$ cat src/design/irmp_pkg.sv
// ----------------------------------------------------------------------------
// irmp_pkg
// Shared types, constants and the arctangent table of the impedance ratio
// block.
// ----------------------------------------------------------------------------
package irmp_pkg;

	localparam int SAMPLE_BITS_DEF  = 18;
	localparam int CORDIC_STEPS_DEF = 16;

	localparam int RCAL_W   = 24;
	localparam int MAG_W    = 40;
	localparam int PHASE_W  = 16;
	localparam int STATUS_W = 2;
	localparam int WORD_W   = 32;
	localparam int ZW       = 24;
	localparam int CNT_W    = 6;

	localparam logic [RCAL_W-1:0] RCAL_RESET = 24'd1000;

	localparam logic signed [ZW-1:0] HALF_PI_Q20 = 24'sd1647099;
	localparam int PHASE_LIMIT = 25736;

	localparam logic [STATUS_W-1:0] STATUS_OK   = 2'd0;
	localparam logic [STATUS_W-1:0] STATUS_SAT  = 2'd1;
	localparam logic [STATUS_W-1:0] STATUS_ZERO = 2'd2;

	localparam logic [CNT_W-1:0] SQ_LAST   = 6'd4;
	localparam logic [CNT_W-1:0] ROOT_LAST = 6'd31;
	localparam logic [CNT_W-1:0] DIV_LAST  = 6'd40;

	typedef struct packed {
		logic             load_word;
		logic [1:0]       word_sel;
		logic             sq_step;
		logic             norm_first;
		logic             norm_step;
		logic             root_init;
		logic             root_step;
		logic             cordic_step;
		logic             mul_step;
		logic             div_init;
		logic             div_step;
		logic             out_load;
		logic [CNT_W-1:0] cnt;
	} cmd_t;

	typedef struct packed {
		logic norm_done;
	} stat_t;

	// Arctangent of 2^-i in radians, Q.20.
	function automatic logic signed [ZW-1:0] atan_q20(input logic [4:0] i);
		logic signed [ZW-1:0] v;
		case (i)
			5'd0:    v = 24'sd823550;
			5'd1:    v = 24'sd486170;
			5'd2:    v = 24'sd256879;
			5'd3:    v = 24'sd130396;
			5'd4:    v = 24'sd65451;
			5'd5:    v = 24'sd32757;
			5'd6:    v = 24'sd16383;
			5'd7:    v = 24'sd8192;
			5'd8:    v = 24'sd4096;
			5'd9:    v = 24'sd2048;
			5'd10:   v = 24'sd1024;
			5'd11:   v = 24'sd512;
			5'd12:   v = 24'sd256;
			5'd13:   v = 24'sd128;
			5'd14:   v = 24'sd64;
			5'd15:   v = 24'sd32;
			5'd16:   v = 24'sd16;
			5'd17:   v = 24'sd8;
			5'd18:   v = 24'sd4;
			5'd19:   v = 24'sd2;
			5'd20:   v = 24'sd1;
			default: v = 24'sd0;
		endcase
		return v;
	endfunction

endpackage

$ cat src/design/irmp_ctrl.sv
// ----------------------------------------------------------------------------
// irmp_ctrl
// Sequencer: word grouping, the handshakes and the step commands.
// ----------------------------------------------------------------------------
module irmp_ctrl #(
	parameter int CORDIC_STEPS = irmp_pkg::CORDIC_STEPS_DEF
) (
	input  logic            clk,
	input  logic            arst_n,
	input  logic            word_valid,
	output logic            word_stall,
	input  logic            burst_end,
	output logic            result_valid,
	input  logic            result_stall,
	output irmp_pkg::cmd_t  cmd,
	input  irmp_pkg::stat_t stat
);
	import irmp_pkg::*;

	localparam logic [2:0] ST_COLLECT = 3'd0;
	localparam logic [2:0] ST_SQ      = 3'd1;
	localparam logic [2:0] ST_NORM    = 3'd2;
	localparam logic [2:0] ST_ROOT    = 3'd3;
	localparam logic [2:0] ST_MUL     = 3'd4;
	localparam logic [2:0] ST_DIV     = 3'd5;
	localparam logic [2:0] ST_FIN     = 3'd6;

	logic [2:0]       state_q, state_d;
	logic [1:0]       pos_q, pos_d;
	logic [CNT_W-1:0] cnt_q, cnt_d;
	logic             valid_q, accept, slot_free;

	assign word_stall   = state_q != ST_COLLECT;
	assign accept       = word_valid && !word_stall;
	assign result_valid = valid_q;
	assign slot_free    = !valid_q || !result_stall;

	always_comb begin
		cmd          = '0;
		cmd.cnt      = cnt_q;
		cmd.word_sel = pos_q;
		state_d      = state_q;
		pos_d        = pos_q;
		cnt_d        = cnt_q;
		case (state_q)
			ST_COLLECT: begin
				if (accept) begin
					cmd.load_word = 1'b1;
					cnt_d         = '0;
					if (pos_q == 2'd3) begin
						pos_d   = 2'd0;
						state_d = ST_SQ;
					end else begin
						pos_d = burst_end ? 2'd0 : pos_q + 2'd1;
					end
				end
			end
			ST_SQ: begin
				cmd.sq_step = 1'b1;
				if (cnt_q == SQ_LAST) begin
					cnt_d   = '0;
					state_d = ST_NORM;
				end else begin
					cnt_d = cnt_q + 1'b1;
				end
			end
			ST_NORM: begin
				if (cnt_q == '0) begin
					cmd.norm_first = 1'b1;
					cnt_d          = 6'd1;
				end else if (!stat.norm_done) begin
					cmd.norm_step = 1'b1;
				end else begin
					cmd.root_init = 1'b1;
					cnt_d         = '0;
					state_d       = ST_ROOT;
				end
			end
			ST_ROOT: begin
				cmd.root_step   = 1'b1;
				cmd.cordic_step = cnt_q < CNT_W'(CORDIC_STEPS);
				if (cnt_q == ROOT_LAST) begin
					state_d = ST_MUL;
				end else begin
					cnt_d = cnt_q + 1'b1;
				end
			end
			ST_MUL: begin
				cmd.mul_step = 1'b1;
				cnt_d        = '0;
				state_d      = ST_DIV;
			end
			ST_DIV: begin
				if (cnt_q == '0) begin
					cmd.div_init = 1'b1;
				end else begin
					cmd.div_step = 1'b1;
				end
				if (cnt_q == DIV_LAST) begin
					state_d = ST_FIN;
				end else begin
					cnt_d = cnt_q + 1'b1;
				end
			end
			ST_FIN: begin
				if (slot_free) begin
					cmd.out_load = 1'b1;
					state_d      = ST_COLLECT;
				end
			end
			default: begin
				state_d = ST_COLLECT;
			end
		endcase
	end

	always_ff @(posedge clk or negedge arst_n) begin
		if (!arst_n) begin
			state_q <= ST_COLLECT;
			pos_q   <= '0;
			cnt_q   <= '0;
			valid_q <= 1'b0;
		end else begin
			state_q <= state_d;
			pos_q   <= pos_d;
			cnt_q   <= cnt_d;
			if (cmd.out_load) begin
				valid_q <= 1'b1;
			end else if (!result_stall) begin
				valid_q <= 1'b0;
			end
		end
	end

`ifndef NO_ASSERTIONS
	a_load_free: assert property (@(posedge clk) disable iff (!arst_n)
		cmd.out_load |-> (!valid_q || !result_stall))
		else $error("result overwritten while still pending");
	a_group_start: assert property (@(posedge clk) disable iff (!arst_n)
		(accept && pos_q == 2'd3) |=> (state_q == ST_SQ))
		else $error("fourth word did not start the computation");
	a_burst_drop: assert property (@(posedge clk) disable iff (!arst_n)
		(accept && burst_end && pos_q != 2'd3) |=> (pos_q == 2'd0))
		else $error("burst end did not discard the partial group");
	a_cnt_range: assert property (@(posedge clk) disable iff (!arst_n)
		cnt_q <= DIV_LAST)
		else $error("step counter out of range");
`endif

endmodule

$ cat config.mk
export PLATFORM = sky130hd
export DESIGN_NAME = irmp_ctrl
export DESIGN_NICKNAME = d
export VERILOG_FILES = /design/src/design/irmp_pkg.sv /design/src/design/irmp_ctrl.sv
export SDC_FILE = /design/constraint.sdc
export NUM_CORES = 1
export LEC_CHECK = 0
export ABC_AREA = 1
export BUFFER_PORTS_ARGS = -buffer_cell sky130_fd_sc_hd__clkbuf_2
export CAP_MARGIN = 0
export CORE_UTILIZATION = 50
export CTS_BUF_LIST = sky130_fd_sc_hd__clkbuf_2 sky130_fd_sc_hd__clkbuf_4 sky130_fd_sc_hd__clkbuf_8
export DETAILED_ROUTE_END_ITERATION = 8
export HOLD_SLACK_MARGIN = 0.05
export PLACE_DENSITY = 0.77
export SETUP_SLACK_MARGIN = 0.3
export SLEW_MARGIN = 5
export SYNTH_ARGS = -nofsm -noshare
export SYNTH_HDL_FRONTEND = slang
export SYNTH_SLANG_ARGS = --single-unit
$ cat constraint.sdc
create_clock -name clk -period 1.59 [get_ports clk]
set_clock_uncertainty 0.1 [all_clocks]
set_input_delay 0.159 -clock clk [delete_from_list [all_inputs] [get_ports clk]]
set_output_delay 0.159 -clock clk [all_outputs]
set_load 0.005 [all_outputs]
======== Word-level counts from Yosys, hierarchy flattened ========
Cells that the tools add are included.
operators by class
  add/subtract/negate cells ............... 2
  $lt $le $gt $ge ......................... 1
  eq/ne operators ......................... 22
  muxes and demuxes ....................... 34
  reduce and logical (&&, ||, !) cells .... 12
operators by type and width
  operator               number
  $mux W6                6
  $pmux W6 S6            1
  $mux W3                9
  $pmux W3 S7            1
  $ne A2 B2 Y1 const B   10
  $mux W1                12
  $mux W2                5
  $eq A3 B3 Y1 const B   3
  $reduce_and A8 Y1      1
  $add A6 B1 Y6 const B  1
  $eq A3 B2 Y1 const B   2
  $eq A6 B3 Y1 const B   1
  $eq A6 B5 Y1 const B   1
  $eq A6 B6 Y1 const B   1
  $logic_not A6 Y1       1
  $lt A6 B5 Y1 const B   1
  $reduce_bool A6 Y1     1
  $reduce_and A5 Y1      1
  $eq A3 B1 Y1 const B   1
  $logic_not A1 Y1       3
  $logic_not A3 Y1       1
  $ne A3 B3 Y1 const B   1
  $reduce_bool A3 Y1     1
  $add A2 B1 Y2 const B  1
  other kinds (5)        5
storage, ports and cells
  register bits after elaboration ......... 12
  input bits .............................. 6
  output and inout port bits .............. 21
  logic and storage cells ................. 75

======== Depth between registers and ports, before layout ========
  depth after elaboration ................. 5
  depth in mapped cells ................... 10
  mapped depth without buffers ............ 10

======== Worst setup path before layout ========
No wires, ideal clock.
  path kind ............................... register -> register
  start ................................... reg cnt_q[0]
  end ..................................... reg state_q[0]
  setup time .............................. 0.065 ns
  data arrival time ....................... 1.317 ns
  data required time ...................... 1.425 ns
  setup slack ............................. 0.107 ns
  stages on the path, launching flop included .. 10
  buffers on the path ..................... 0
  period minus slack after synthesis ...... 1.483 ns
  path through ............................ dfrtp_1 -> inv_1 -> ha_1 -> nand2_1 -> nand3b_1 -> nand2_1 -> nand2_1 -> nor2_1 -> nand3_1 -> nand2_1
between the ends
  word-level cells in the longest chain between the ends .. 3
  elaborated cells between the ends (all ways) .. 9
  classes of those cells .................. eq/ne (7); reduce/logical (2)
ends and longest elaborated chain
  element                               line              RTL
  start: declaration                    irmp_ctrl.sv:30   logic [CNT_W-1:0] cnt_q, cnt_d;
  start signal: assignment              irmp_ctrl.sv:126  cnt_q <= cnt_d;
  $eq A6 B6 Y1 (tied with other cells)  irmp_ctrl.sv:99   if (cnt_q == DIV_LAST) begin
  $ne A2 B2 Y1 (no line)                --
  $reduce_and A8 Y1 (no line) (*)       --
  end signal: assignment                irmp_ctrl.sv:124  state_q <= state_d;
  end: declaration                      irmp_ctrl.sv:28   logic [2:0] state_q, state_d;
Mark *: on every way between the ends. The rest lies on a longest branch, timed or not.
A chain may end at the register's enable or synchronous reset.

======== Worst setup path in the final report ========
  start ................................... reg cnt_q[1]
  end ..................................... reg state_q[0]
The elaborated chain is that of the path after synthesis.

==> impl_metrics.yaml <==
outcome:
  status: "complete, but fails checks"
  violations: "negative setup slack"
timing:
  hold_ws_ns: 0.0679
  layout_min_cycle_time_ns: 1.92
  worst_slack_ns: -0.325
  setup_violations: 22
  min_period_over_period_pct: 120
  tns_ns: -2.74
  hold_viol: 0
  worst_pin_slew_ns: 0.349
  clock.fmax_ghz: 0.522
  maxSlewHeadroom_pct: 76.7
  slew_viol_final: 0
  rsz0062_at_grt: "yes"
critical_path:
  critPathKind: "reg2reg"
  r2r-end: "state_q[0]"
  worstPathCellList: "ha_1 -> nand3_1 -> nor2_2 -> nor2_1 -> nor2_1 -> nand3_1 -> nand2_1 -> nand2_1"
  required_ns: 1.69
  worstSetupEndpointType: "flip-flop"
  reg2reg_slack_ns: -0.33
  startpoint: "cnt_q[1]"
  arrival_ns: 2.02
  endpoint: "state_q[0]"
  r2r_start: "cnt_q[1]"
  reg2regPathDepth: 8
  cp-start-kind: "flip-flop"
  worst_path_max_delay_cell: "dfrtp_1"
  crit_path_max_fanout: 4
  cp_slowest_stage_delay_ns: 0.44
place:
  portBuffers: 26
  dp.cells: 210
  detailed_place_hpwl_um: 1950
  globalplace.congestion: 0.923
clock_tree:
  clk_latency_ns: 0.31
  path_clk_slew_ns: 0.10
  cts.sinks: 12
  cts_buffer_depth: 2
  cts_tree: "done"
  ctsRootBufferMaster: "clkbuf_4"
  numCtsBuffers: 3
  htreeDepth: 1
global_route:
  grt_use_total_pct: 36.4
  overflow: 0
  grt_pass1_vias: 1191
  grt_max_degree: 13
  grt_pass1_wl_um: 5210
  antenna_found_initial: 0
detailed_routing:
  route.detailed.drc: 0
  vias: 1532
  ant_nets: 0
  via_per_inst: 6.49
  wl_per_cell_um: 21.4
  firstDrtPassIters: 5
  routed_wl_um: 5040
  drtIter0Drc: 131
yosys:
  ys_seq_area_share_pct: 31.7
  synth_top_family_by_area: "simple AND/OR/NAND/NOR gates"
  synthAdderAreaFrac_pct: 3.96
  netlist_area_um2: 948
  yosys.area_share.simple_pct: 42.1
  yosysUniqueCellTypes: 19
  synth.avg_cell_area_um2: 6.16
  synth-xor-area-share_pct: 1.85
  ys_ff_latch: 12
  netlist_instances: 154
  synth_compound_area_share_pct: 10.8
  yosysWarnings: 0
  synthMuxAreaShare_pct: 0
  syn_nets: 163
final_layout:
  nets: 221
  final_cells: 236
  final_util_pct: 93.8
  area_delta_synth_final_pct: 72.7
  drive_gt1_share_pct: 54.0
  antenna_cells: 0
worst_hold_path:
  hold_path_class: "in2reg"
floorplan:
  fp.dieH_um: 45.6
  die_width_um: 45.6
  rows: 15
  initial_core_util_pct: 54.3
  pin_count: 27
  dieArea_um2: 2070
  core_area_um2: 1750
flow_run:
  drv_cap: 0
power:
  power.total_mw: 3.20
  power_density_nw_per_um2: 1950
  vdd_drop_max_v: 0.00149
  p_leak_nw: 0.841
==> kinds of logic after synthesis <==
group	count (synthesis)
and+or+nand+nor	96
DFF	12
xor gates and xnor gates	2
adders and majority gates	3
AOI/OAI and AO/OA	19
buffers and inverters	22
==> repair_timing <==
action                                 in CTS  in global routing
endpoints found under the hold margin      13                  0
pin swaps                                  14                 18
hold buffers                                2                  0
buffers inserted                           13                  7
setup endpoints to repair                  23                 24
gates resized for setup                    43                 38
==> report_power, final <==
group          total, mW  internal, mW  switching (mW)
Clock              0.279         0.140           0.139
Sequential         0.540         0.402           0.138
Combinational       2.38         0.952            1.43
==> worst min-delay path by stage <==
stage,from,endpoint,slack [ns],cells past startpoint
finish,burst_end,pos_q[0],0.07,3
detailed placement,arst_n,cnt_q[5],-0.03,1
global route,burst_end,pos_q[0],0.07,3
CTS,burst_end,pos_q[1],0.07,3
floorplan,arst_n,cnt_q[0],-0.24,0
global placement,arst_n,cnt_q[3],-0.04,1
==> cells in the mapped netlist <==
library cell	instances	share of area (%)
a21oi_1	3	1.6
buf_2	1	0.53
buf_6	1	1.2
dfrtp_1	12	32
ha_1	3	4.0
inv_1	19	7.5
inv_2	1	0.40
nand2_1	51	20
nand3_1	14	7.4
nand3b_1	1	0.79
nor2_1	24	9.5
nor2_2	3	2.0
nor2_4	1	1.2
nor3_1	2	1.1
o211ai_1	1	0.79
o21a_1	2	1.6
o21ai_0	13	6.9
xnor2_1	1	0.92
xor2_1	1	0.92
==> critical path, delay by kind of cell, from the launching register on <==
family                     cells  cell delay, ns
and+or+nand+nor                7            1.03
adders and majority gates      1            0.24
DFF                            1            0.44
==> cell usage in the layout, fill, tap and decap left out, types with 3 or more instances in the layout <==
cell / netlist / routed
nand3_2: 0 / 3
buf_2: 1 / 4
inv_2: 1 / 8
buf_4: 0 / 18
nand2_1: 51 / 36
clkbuf_4: 0 / 3
nand2_2: 0 / 11
nor2_1: 24 / 9
nor2_2: 3 / 6
dfrtp_2: 0 / 3
nor2_4: 1 / 13
a21oi_1: 3 / 3
o21ai_0: 13 / 9
inv_1: 19 / 10
buf_6: 1 / 10
clkbuf_2: 0 / 21
nand2_4: 0 / 3
dfrtp_1: 12 / 9
nand3_1: 14 / 9
==> stage by stage <==
step | cell area (µm²) | setup slack (ns)
2_1_floorplan | 988 | 0.171
3_3_place_gp | 1190 | 0.0180
3_5_place_dp | 1190 | 0.0121
4_1_cts | 1480 | 0.00817
5_1_grt | 1640 | -0.413
6_report | 1640 | -0.325
==> cell type report <==
cell class	instances	area, µm²
clock buffers	4	36.3
fillers	58	108
inverters	20	80.1
multi-input cells	120	791
flip-flops and latches	12	304
well taps	25	31.3
repair buffers	55	395
==> flip-flops by register name, summed over array words and instances, names as in the netlist <==
register      cells
cnt_q             6
state_q           3
pos_q             2
result_valid      1
==> per-layer routing <==
| layer | global-route usage [%] | wire length, µm | vias up |
|---|---|---|---|
| met5 | 0 | 0 | - |
| met4 | 24.8 | 570 | 0 |
| met3 | 9.52 | 712 | 83 |
| met2 | 62.3 | 2250 | 197 |
| met1 | 38.7 | 1510 | 651 |
| li1 | - | - | 601 |
Note: power is estimated with default switching activity, not from simulation.
